--- src/rtl/fgtc_pkg.sv ---
`timescale 1ns / 1ps
// ----------------------------------------------------------------------------
// fgtc_pkg: shared types, constants and helpers of the green-time controller
// Widths, membership breakpoints, register codes and reset values.
// ----------------------------------------------------------------------------
package fgtc_pkg;

	// fixed-point scaling of the crisp output
	localparam int FRAC_BITS = 8;

	// field widths
	localparam int COUNT_W = 8;
	localparam int TIME_W  = 8;
	localparam int DEG_W   = 5;
	localparam int PROD_W  = TIME_W + DEG_W;
	localparam int NUM_W   = PROD_W + 2;
	localparam int DEN_W   = DEG_W + 2;
	localparam int QUO_W   = 16;
	localparam int DVD_W   = DEN_W + QUO_W;

	// cycles from an accepted start to its done strobe
	localparam int LATENCY = 4 + QUO_W;

	// membership breakpoints and full degree
	localparam logic [COUNT_W-1:0] BP_A = 8'd20;
	localparam logic [COUNT_W-1:0] BP_B = 8'd40;
	localparam logic [COUNT_W-1:0] BP_C = 8'd60;
	localparam logic [COUNT_W-1:0] BP_D = 8'd80;
	localparam logic [DEG_W-1:0]   DEG_FULL = 5'd20;
	localparam logic [DEG_W-1:0]   DEG_NONE = 5'd0;

	// configuration register indexes
	localparam int CFG_IDX_W = 2;
	typedef enum logic [CFG_IDX_W-1:0] {
		CFG_TIME_SHORT   = 2'd0,
		CFG_TIME_MEDIUM  = 2'd1,
		CFG_TIME_LONG    = 2'd2,
		CFG_TIME_LONGEST = 2'd3
	} cfg_idx_t;

	// reset values of the consequent times, in seconds
	localparam logic [TIME_W-1:0] RST_TIME_SHORT   = 8'd5;
	localparam logic [TIME_W-1:0] RST_TIME_MEDIUM  = 8'd7;
	localparam logic [TIME_W-1:0] RST_TIME_LONG    = 8'd12;
	localparam logic [TIME_W-1:0] RST_TIME_LONGEST = 8'd15;

	typedef logic [DEG_W-1:0] deg_t;

	// memberships of one count
	typedef struct packed {
		deg_t lo;
		deg_t mid;
		deg_t hi;
	} memb_t;

	// rule group strengths
	typedef struct packed {
		deg_t w_short;
		deg_t w_medium;
		deg_t w_long;
		deg_t w_longest;
	} weights_t;

	// consequent times as one group
	typedef struct packed {
		logic [TIME_W-1:0] t_short;
		logic [TIME_W-1:0] t_medium;
		logic [TIME_W-1:0] t_long;
		logic [TIME_W-1:0] t_longest;
	} times_t;

	function automatic deg_t deg_min(input deg_t a, input deg_t b);
		return (a < b) ? a : b;
	endfunction

	function automatic deg_t deg_max(input deg_t a, input deg_t b);
		return (a > b) ? a : b;
	endfunction

	// shoulder and trapezoid memberships, breakpoints inclusive
	function automatic memb_t fuzzify(input logic [COUNT_W-1:0] c);
		memb_t m;
		m.lo  = DEG_NONE;
		m.mid = DEG_NONE;
		m.hi  = DEG_NONE;
		if (c <= BP_A) begin
			m.lo = DEG_FULL;
		end else if (c < BP_B) begin
			m.lo  = DEG_W'(BP_B - c);
			m.mid = DEG_W'(c - BP_A);
		end else if (c <= BP_C) begin
			m.mid = DEG_FULL;
		end else if (c < BP_D) begin
			m.mid = DEG_W'(BP_D - c);
			m.hi  = DEG_W'(c - BP_C);
		end else begin
			m.hi = DEG_FULL;
		end
		return m;
	endfunction

endpackage

--- src/rtl/fuzzy_green_time_controller.sv ---
`timescale 1ns / 1ps
// ----------------------------------------------------------------------------
// fuzzy_green_time_controller: fuzzy green-time controller top level
// Fuzzifies two car counts, applies nine min rules and four max groups,
// and returns the weighted-average green time of four singleton times.
// ----------------------------------------------------------------------------
// Usage:
//   Input word: cars_waiting and cars_passing, taken at a clock edge with
//   start high and busy low. busy stays low, so a word can enter every cycle.
//   Result word: green_time in 1/256 s units, valid for one cycle while done
//   is high. The receiver has no back-pressure and must take it then.
//   The result passes through two stages of fuzzification and rules, two of
//   products and sums, and one stage per quotient bit of the 16-stage
//   divider. Throughput is one word per cycle; results leave in the order
//   the words came in.
//   Configuration: cfg_valid with cfg_index and cfg_data writes one consequent
//   time (0 short, 1 medium, 2 long, 3 longest); cfg_ready is always high.
//   Write only while no word is in flight.
//   Reset: arst_n clears all pipeline valid bits and loads the default times
//   of 5, 7, 12 and 15 seconds.
// ----------------------------------------------------------------------------
module fuzzy_green_time_controller (
	input  logic                             clk,
	input  logic                             arst_n,
	input  logic                             start,
	output logic                             busy,
	input  logic [fgtc_pkg::COUNT_W-1:0]     cars_waiting,
	input  logic [fgtc_pkg::COUNT_W-1:0]     cars_passing,
	output logic                             done,
	output logic [fgtc_pkg::QUO_W-1:0]       green_time,
	input  logic                             cfg_valid,
	output logic                             cfg_ready,
	input  logic [fgtc_pkg::CFG_IDX_W-1:0]   cfg_index,
	input  logic [fgtc_pkg::TIME_W-1:0]      cfg_data
);
	import fgtc_pkg::*;

	times_t           times_q;
	logic             in_valid;
	logic             w_valid;
	weights_t         weights;
	logic             sum_valid;
	logic [NUM_W-1:0] num;
	logic [DEN_W-1:0] den;

	// the pipeline never stalls
	assign busy      = 1'b0;
	assign cfg_ready = 1'b1;
	assign in_valid  = start && !busy;

	// consequent time registers
	always_ff @(posedge clk or negedge arst_n) begin
		if (!arst_n) begin
			times_q.t_short   <= RST_TIME_SHORT;
			times_q.t_medium  <= RST_TIME_MEDIUM;
			times_q.t_long    <= RST_TIME_LONG;
			times_q.t_longest <= RST_TIME_LONGEST;
		end else if (cfg_valid && cfg_ready) begin
			unique case (cfg_idx_t'(cfg_index))
				CFG_TIME_SHORT:   times_q.t_short   <= cfg_data;
				CFG_TIME_MEDIUM:  times_q.t_medium  <= cfg_data;
				CFG_TIME_LONG:    times_q.t_long    <= cfg_data;
				CFG_TIME_LONGEST: times_q.t_longest <= cfg_data;
				default: ;
			endcase
		end
	end

	// memberships and rule strengths
	fgtc_rules u_rules (
		.clk          (clk),
		.arst_n       (arst_n),
		.in_valid     (in_valid),
		.cars_waiting (cars_waiting),
		.cars_passing (cars_passing),
		.w_valid      (w_valid),
		.weights      (weights)
	);

	// weighted sums
	fgtc_mac u_mac (
		.clk       (clk),
		.arst_n    (arst_n),
		.w_valid   (w_valid),
		.weights   (weights),
		.times     (times_q),
		.sum_valid (sum_valid),
		.num       (num),
		.den       (den)
	);

	// weighted average
	fgtc_div u_div (
		.clk       (clk),
		.arst_n    (arst_n),
		.sum_valid (sum_valid),
		.num       (num),
		.den       (den),
		.q_valid   (done),
		.quotient  (green_time)
	);

endmodule

--- src/rtl/fgtc_rules.sv ---
`timescale 1ns / 1ps
// ----------------------------------------------------------------------------
// fgtc_rules: fuzzification and rule evaluation
// Stage 1 registers the memberships of both counts, stage 2 the min/max
// strengths of the four consequent groups.
// ----------------------------------------------------------------------------
module fgtc_rules (
	input  logic                            clk,
	input  logic                            arst_n,
	input  logic                            in_valid,
	input  logic [fgtc_pkg::COUNT_W-1:0]    cars_waiting,
	input  logic [fgtc_pkg::COUNT_W-1:0]    cars_passing,
	output logic                            w_valid,
	output fgtc_pkg::weights_t              weights
);
	import fgtc_pkg::*;

	logic    valid_s1;
	memb_t   wait_s1;
	memb_t   pass_s1;
	logic    valid_s2;
	weights_t wt_s2;
	weights_t wt_next;

	// stage 1 and stage 2 valid
	always_ff @(posedge clk or negedge arst_n) begin
		if (!arst_n) begin
			valid_s1 <= 1'b0;
			valid_s2 <= 1'b0;
		end else begin
			valid_s1 <= in_valid;
			valid_s2 <= valid_s1;
		end
	end

	// stage 1 memberships
	always_ff @(posedge clk) begin
		wait_s1 <= fuzzify(cars_waiting);
		pass_s1 <= fuzzify(cars_passing);
	end

	// rule mins and group maxes
	always_comb begin
		wt_next.w_short   = deg_max(deg_min(wait_s1.lo, pass_s1.mid),
			deg_min(wait_s1.lo, pass_s1.hi));
		wt_next.w_medium  = deg_max(
			deg_max(deg_min(wait_s1.lo, pass_s1.lo), deg_min(wait_s1.mid, pass_s1.mid)),
			deg_max(deg_min(wait_s1.mid, pass_s1.hi), deg_min(wait_s1.hi, pass_s1.hi)));
		wt_next.w_long    = deg_max(deg_min(wait_s1.mid, pass_s1.lo),
			deg_min(wait_s1.hi, pass_s1.mid));
		wt_next.w_longest = deg_min(wait_s1.hi, pass_s1.lo);
	end

	// stage 2 strengths
	always_ff @(posedge clk) begin
		wt_s2 <= wt_next;
	end

	assign w_valid = valid_s2;
	assign weights = wt_s2;

endmodule

--- src/rtl/fgtc_mac.sv ---
`timescale 1ns / 1ps
// ----------------------------------------------------------------------------
// fgtc_mac: weighted sums for the defuzzifier
// Stage 3 registers the four time-by-strength products, stage 4 the
// numerator and the total strength.
// ----------------------------------------------------------------------------
module fgtc_mac (
	input  logic                          clk,
	input  logic                          arst_n,
	input  logic                          w_valid,
	input  fgtc_pkg::weights_t            weights,
	input  fgtc_pkg::times_t              times,
	output logic                          sum_valid,
	output logic [fgtc_pkg::NUM_W-1:0]    num,
	output logic [fgtc_pkg::DEN_W-1:0]    den
);
	import fgtc_pkg::*;

	logic              valid_s3;
	logic [PROD_W-1:0] p_short_s3;
	logic [PROD_W-1:0] p_medium_s3;
	logic [PROD_W-1:0] p_long_s3;
	logic [PROD_W-1:0] p_longest_s3;
	weights_t          wt_s3;
	logic              valid_s4;
	logic [NUM_W-1:0]  num_s4;
	logic [DEN_W-1:0]  den_s4;

	// valid bits
	always_ff @(posedge clk or negedge arst_n) begin
		if (!arst_n) begin
			valid_s3 <= 1'b0;
			valid_s4 <= 1'b0;
		end else begin
			valid_s3 <= w_valid;
			valid_s4 <= valid_s3;
		end
	end

	// stage 3 products
	always_ff @(posedge clk) begin
		p_short_s3   <= PROD_W'(times.t_short)   * PROD_W'(weights.w_short);
		p_medium_s3  <= PROD_W'(times.t_medium)  * PROD_W'(weights.w_medium);
		p_long_s3    <= PROD_W'(times.t_long)    * PROD_W'(weights.w_long);
		p_longest_s3 <= PROD_W'(times.t_longest) * PROD_W'(weights.w_longest);
		wt_s3        <= weights;
	end

	// stage 4 sums
	always_ff @(posedge clk) begin
		num_s4 <= NUM_W'(p_short_s3) + NUM_W'(p_medium_s3)
			+ NUM_W'(p_long_s3) + NUM_W'(p_longest_s3);
		den_s4 <= DEN_W'(wt_s3.w_short) + DEN_W'(wt_s3.w_medium)
			+ DEN_W'(wt_s3.w_long) + DEN_W'(wt_s3.w_longest);
	end

	assign sum_valid = valid_s4;
	assign num       = num_s4;
	assign den       = den_s4;

endmodule

--- src/rtl/fgtc_div.sv ---
`timescale 1ns / 1ps
// ----------------------------------------------------------------------------
// fgtc_div: pipelined restoring divider
// One quotient bit per stage over QUO_W stages; the scaled numerator is
// split so the first partial remainder is already below the divisor.
// A zero total strength forces a zero result.
// ----------------------------------------------------------------------------
module fgtc_div (
	input  logic                          clk,
	input  logic                          arst_n,
	input  logic                          sum_valid,
	input  logic [fgtc_pkg::NUM_W-1:0]    num,
	input  logic [fgtc_pkg::DEN_W-1:0]    den,
	output logic                          q_valid,
	output logic [fgtc_pkg::QUO_W-1:0]    quotient
);
	import fgtc_pkg::*;

	logic [DVD_W-1:0] dvd;
	logic             dv_valid_s [0:QUO_W];
	logic [DEN_W-1:0] dv_rem_s   [0:QUO_W];
	logic [QUO_W-1:0] dv_low_s   [0:QUO_W];
	logic [QUO_W-1:0] dv_quo_s   [0:QUO_W];
	logic [DEN_W-1:0] dv_den_s   [0:QUO_W];
	logic             dv_nz_s    [0:QUO_W];

	// scaled dividend feeds the first step without a register
	assign dvd          = DVD_W'(num) << FRAC_BITS;
	assign dv_valid_s[0] = sum_valid;
	assign dv_rem_s[0]   = dvd[DVD_W-1:QUO_W];
	assign dv_low_s[0]   = dvd[QUO_W-1:0];
	assign dv_quo_s[0]   = '0;
	assign dv_den_s[0]   = den;
	assign dv_nz_s[0]    = (den != '0);

	for (genvar k = 0; k < QUO_W; k++) begin : g_step
		logic [DEN_W:0] trial;
		logic           take;

		// shift in the next dividend bit and try the subtract
		assign trial = {dv_rem_s[k], dv_low_s[k][QUO_W-1]};
		assign take  = (trial >= {1'b0, dv_den_s[k]});

		always_ff @(posedge clk or negedge arst_n) begin
			if (!arst_n) begin
				dv_valid_s[k+1] <= 1'b0;
			end else begin
				dv_valid_s[k+1] <= dv_valid_s[k];
			end
		end

		always_ff @(posedge clk) begin
			dv_rem_s[k+1] <= take ? DEN_W'(trial - {1'b0, dv_den_s[k]})
				: DEN_W'(trial);
			dv_low_s[k+1] <= {dv_low_s[k][QUO_W-2:0], 1'b0};
			dv_quo_s[k+1] <= {dv_quo_s[k][QUO_W-2:0], take};
			dv_den_s[k+1] <= dv_den_s[k];
			dv_nz_s[k+1]  <= dv_nz_s[k];
		end
	end

	assign q_valid  = dv_valid_s[QUO_W];
	assign quotient = dv_nz_s[QUO_W] ? dv_quo_s[QUO_W] : '0;

endmodule

--- config.mk ---
export PLATFORM = sky130hd
export DESIGN_NAME = fuzzy_green_time_controller
export DESIGN_NICKNAME = d
export VERILOG_FILES = /design/src/rtl/fgtc_pkg.sv /design/src/rtl/fuzzy_green_time_controller.sv /design/src/rtl/fgtc_rules.sv /design/src/rtl/fgtc_mac.sv /design/src/rtl/fgtc_div.sv
export SDC_FILE = /design/constraint.sdc
export NUM_CORES = 1
export LEC_CHECK = 0
export BUFFER_PORTS_ARGS = -buffer_cell sky130_fd_sc_hd__buf_2
export CAP_MARGIN = 25
export CORE_MARGIN = 4
export CORE_UTILIZATION = 30
export CTS_CLUSTER_SIZE = 40
export DETAILED_ROUTE_END_ITERATION = 6
export HOLD_SLACK_MARGIN = 0.06
export PLACE_DENSITY = 0.46
export SLEW_MARGIN = 5
export SYNTH_ARGS = -nofsm -noshare
export SYNTH_HDL_FRONTEND = slang
export SYNTH_HIERARCHICAL = 1
export SYNTH_SLANG_ARGS = --single-unit
--- constraint.sdc ---
create_clock -name clk -period 8.7 [get_ports clk]
set_input_delay 1.305 -clock clk [delete_from_list [all_inputs] [get_ports clk]]
set_output_delay 1.305 -clock clk [all_outputs]
set_load 0.01 [all_outputs]
== Yosys cells after proc, flatten, opt, wreduce, memory -nomap -nowiden ==
Index checks and enable logic that the tools add are counted.
Widths: inputs -> output; s select.

* Flip-flop bits (word level): 586
* Bits of input ports: 30

* Add/sub/neg operators: 29
* Multiply operators: 4
* $lt $le $gt $ge: 38
* Equality and inequality tests: 3
* Mux-type cells: 40
* Bitwise gates (word level): 4
* Reduce and logical (&&, ||, !) cells: 12

{| class="wikitable"
|+ Operators with widths
! operator !! number
|-
| $ge 8x7->1 || 16
|-
| $mux 5 || 24
|-
| $mux 7 || 15
|-
| $sub 7x7->7 || 15
|-
| $mul 8x5->13 || 4
|-
| $lt 5x5->1 || 9
|-
| $add 15x13->15 || 2
|-
| $gt 5x5->1 || 5
|-
| $sub 5x5->5 const B || 4
|-
| $le 8x5->1 const B || 2
|-
| $le 8x6->1 const B || 2
|-
| $lt 8x6->1 const B || 2
|-
| $lt 8x7->1 const B || 2
|-
| $mux 16 || 1
|-
| $add 13x13->14 || 1
|-
| $add 7x5->7 || 2
|-
| $sub 4x5->5 const A || 2
|-
| $sub 5x5->5 const A || 2
|-
| $reduce_and 2->1 || 4
|-
| $reduce_or 4->1 || 2
|-
| $reduce_bool 7->1 || 1
|-
| $add 5x5->6 || 1
|-
| $reduce_or 3->1 || 2
|-
| $eq 2x2->1 const B || 2
|-
| other kinds (4) || 8
|}

== Logic depth before layout (Yosys ltp) ==
* Word-level depth: 6
* Depth in mapped cells: 23
* Mapped depth without buffers: 23

== By module ==
The synthesis kept the hierarchy.

{| class="wikitable"
|+ By module, submodules not included
! module !! times used !! cells each !! area each (um^2) !! seq. area each (um^2)
|-
| fgtc_div || 1 || 1,284 || 14,805.4 || 8,207.9
|-
| fgtc_mac || 1 || 836 || 8,287.9 || 1,931.9
|-
| fgtc_rules || 1 || 462 || 4,139.0 || 1,051.0
|-
| fuzzy_green_time_controller || 1 || 72 || 1,248.7 || 814.5
|}

== Least setup slack after synthesis ==
OpenSTA, ideal clock, no wires.

* Kind: reg2reg
* Start point: reg u_rules/pass_s1[12] in the netlist's numbering
* End point: reg u_rules.wt_s2, in the netlist u_rules/weights[10]
* Setup time: 121 ps
* Arrival time: 4,418 ps
* Path slack: 4,161 ps
* Stages on the path, launching flop included: 21
* Clock period less this slack: 4,539 ps
* Cells stage by stage: dfxtp_1 -> inv_1 -> ha_1 -> a21oi_1 -> o21a_1 -> o21a_1 -> nor2_1 -> a21oi_1 -> inv_1 -> ha_1 -> nand3_1 -> or3_4 -> a32oi_4 -> mux2_2 -> ha_1 -> o21a_1 -> o21ai_0 -> nand2b_1 -> a21oi_1 -> a31oi_1 -> mux2_2

{| class="wikitable"
|+ RTL lines
! item !! RTL line !! text
|-
| start, declared || fgtc_rules.sv:20 || <nowiki>memb_t pass_s1;</nowiki>
|-
| start signal, assigned || fgtc_rules.sv:39 || <nowiki>pass_s1 <= fuzzify(cars_passing);</nowiki>
|-
| end signal, assigned || fgtc_rules.sv:56 || <nowiki>wt_s2 <= wt_next;</nowiki>
|-
| end, declared || fgtc_rules.sv:22 || <nowiki>weights_t wt_s2;</nowiki>
|}

==> results.md <==
- Top-count cell post-synth: dfxtp_1
- Top cells by area, synth: dfxtp_1 38%, ha_1 12%, fa_1 8.6%
- Util after Layout: 0.347
- Worst min path class: reg2reg
- Routed vias/inst: 4.49
- Final Max Slew Viols: 0
- Post-Synth XOR/XNOR Area: 0.0280
- Post-CTS setup buffers: 0
- Cell Chain, Critical Path: ha_1, a21oi_1, o21a_1, o21a_1, nor2_1, a21oi_1, inv_1, ha_1, nand3_1, or3_4, a32oi_4, mux2_2, ha_1, o21a_1, o21ai_0, nand2b_1, a21oi_1, a31oi_1, mux2_2
- Global-route wire length before repair: 97600 um
- Worst path slowest cell: a31oi_1
- Arr. time, crit path: 5.70 ns
- Fin Clk Skew: 0.0167 ns
- Top cells by count, synth: 534 x dfxtp_1, 319 x inv_1, 284 x ha_1, 131 x nand2_1, 124 x and2_1
- Post-synth EDFFs: 0
- Total gr overflow: 0
- DIE HEIGHT: 316 um
- WL final: 59500 um
- Fin. Hold Viols: 0
- Ys Warns: 6
- IO buf count: 46
- Post-synthesis async set-or-reset flop share: 0.0887
- Mux share of post-synthesis cell area: 0.0684
- Distinct cells, synth: 80
- Yosys reg bits: 586
- Internal Power: 9.21 mW
- Layout Nets: 3190
- Crit-path max cell delay: 0.59 ns
- Worst IR Drop VDD: 0.190 mV
- Post-DP HPWL: 46600 um
- WL/cell: 14.7 um
- Routability Congestion: 0.810
- Slew headroom: 0.411
- CP Launch Type: flip-flop
- Avg Cell Area, Syn: 10.7 sq um
- Die width: 316 um
- Hold-fix buffers, CTS: 0
- Synth Cell Area: 0.0285 sq mm
- Initial DRC count: 752
- RSZ-0062 raised after global routing: false
- Switching Share: 0.379
- Gate power share: 0.495
- CP Capture Type: flip-flop
- Largest buffer count on any clock path: 3
- DRC errors left: 0
- Clk sink count: 586
- Synthesized instance count: 2654
- Area added between synthesis and finish: 14.3%
- Worst Path Required: 9.17 ns
- Root Driver: clkbuf_16
- Die area: 0.0999 sq mm
- Sequential area share after synthesis: 0.422
- Post-synthesis simple-gate area fraction: 0.110
- Critical Path Fanout Max: 9
- Final worst-path cycle share: 0.601
- Status: completed
- Synth Flop Type: dfxtp_1
- CTS Buf Count: 70
- Core ar.: 0.0937 sq mm
- I/O Pins: 49
- GRT Overall Usage: 0.121
- Post-synthesis compound-gate area fraction: 0.113
- Synthesized-area fraction occupied by adder cells: 0.212
- TritonCTS clock tree: done
- Sequential share of power: 0.304
- Post-Syn Nets: 3091
- Clock slew at reported path FFs: 0.06 ns
- Vias: 18200
- Maximum Capacitance Violations: 0
- Dominant cell type by area after synthesis: dfxtp_1
- PostCTS Resize Cnt: 0
- ANT nets after route: 0
- Initial antenna violation count: 2
- Worst-skew pair later-pin latency: 0.60 ns
- Largest family of logic cells by synthesized area: adder cells
- Largest net degree at the start of global routing: 53
- Setup TNS: 0 ns
- Clock share of power: 0.201
- Tmin final: 5.23 ns
- Leakage: 15.0 nW
- Vias in the first global route: 18900
- Share of layout cells above drive strength 1: 0.105
- Worst-Margin Slew: 0.875 ns
- Post-synth top area share: 0.375
- Switching pwr: 5.62 mW
- Rows: 112
- Fin Hold WS: 0.310 ns
- CP Class: reg2reg
- Max Fclk: 191 MHz
- H-Tree Depth: 3
- Pwr dens: 456 mW/mm^2
- DR pass1 iterations: 4
- Starting Density: 0.304
- Final setup violation count: 0
==> stage by stage <==
| stage | power, mW | instance area, sq um | cells | setup slack [ns] |
|---|---|---|---|---|
| floorplan | 10.3 | 28500 | 2654 | 4.16 |
| global placement | 11.8 | 30200 | 3934 | 3.58 |
| detailed placement | 11.9 | 30200 | 3934 | 3.50 |
| CTS | 15.1 | 32500 | 4057 | 3.47 |
| global route | 16.2 | 32500 | 4058 | 2.96 |
| finish | 14.8 | 32500 | 4059 | 3.47 |
==> cells in the final DEF, fill, tap and decap left out, drive strengths merged, types with 9 or more instances in the layout <==
master / instances
clkinv: 11
mux2i: 78
bufinv: 9
o21bai: 9
o2111ai: 21
a21o: 49
inv: 327
nor3b: 11
nor4: 11
clkbuf: 97
nand3b: 15
and3: 10
nor2b: 37
and2: 124
a211oi: 18
o21a: 46
a21boi: 9
nor2: 129
xnor2: 61
nand2b: 25
nand2: 131
a311o: 13
a2111oi: 9
o21ai: 104
nor3: 47
o31a: 13
dfstp: 11
nand3: 20
dfrtp: 41
a21oi: 112
ha: 284
xor2: 30
mux2: 90
buf: 47
nand4: 9
fa: 123
dfxtp: 534
o31ai: 14
==> cell families (layout without fill, tap and decap cells) <==
group	after synthesis	count (layout)
buffers and inverters	344	494
AOI/OAI and AO/OA	459	459
other	2	3
muxes	168	168
xor gates and xnor gates	91	91
and+or+nand+nor	596	596
DFF	586	586
adders and majority gates	408	408
==> critical path, delay by kind of cell, from the launching register on <==
kind,cells,cell delay [ns]
flip-flops,1,0.49
buffers and inverters,1,0.11
adder cells (fa/ha/maj),3,0.94
AO/OA/AOI/OAI,9,2.16
AND/OR/NAND/NOR,4,0.60
multiplexers,2,0.82
==> path summary, 6_finish.rpt <==
path	endpoint	cells after the start	slack, ns	start
min in group asynchronous	times_q[25]$_DFFE_PN0P_	2	0.84	arst_n
min	u_div/dv_nz_s[12]$_DFF_P_	0	0.31	u_div/dv_nz_s[13]$_DFF_P_
max	u_rules/weights[10]$_DFF_P_	19	3.47	u_rules/wait_s1[12]$_SDFF_PP1_
max in group asynchronous	u_div/dv_valid_s[1]$_DFF_PN0_	2	7.41	arst_n
max reg2reg	u_rules/weights[10]$_DFF_P_	19	3.47	u_rules/wait_s1[12]$_SDFF_PP1_
min reg2reg	u_div/dv_nz_s[12]$_DFF_P_	0	0.31	u_div/dv_nz_s[13]$_DFF_P_
==> registers in the layout (all words and copies together), names as in the netlist, 16 cells and up <==
name	flops
u_div/dv_quo_s	136
u_div/dv_den_s	105
u_div/dv_rem_s	105
times_q	32
u_div/dv_low_s	28
u_mac/wt_s3	20
u_rules/weights	20
u_div/dv_nz_s	16
==> metal layers <==
metal	up-vias	part of all wire	track usage	routed length (um)
met4	0	0.030	0.0439	1790
met5	-	0	0	0
met1	8659	0.46	0.151	27400
li1	9210	-	-	-
met3	106	0.031	0.0219	1860
met2	254	0.48	0.208	28400
==> power groups by stage <==
stage	clock network (mW)	registers [mW]	logic, mW
detailed placement	0	4.59	7.36
CTS	3.10	4.54	7.42
finish	2.98	4.50	7.34
global placement	0	4.59	7.22
global route	3.20	4.64	8.37
floorplan	0	4.25	6.07
==> final cells by class <==
class                      count  area [sq um]
fill                        9420         61200
antenna                        1          2.50
clock buffer                  96          1980
tap                         1254          1570
timing repair buffer          48           243
clock inverter                27           408
sequential                   586         12000
multi-input combinational   1724         15100
inverter                     323          1210
No activity file was read; power rests on OpenSTA's default activity.
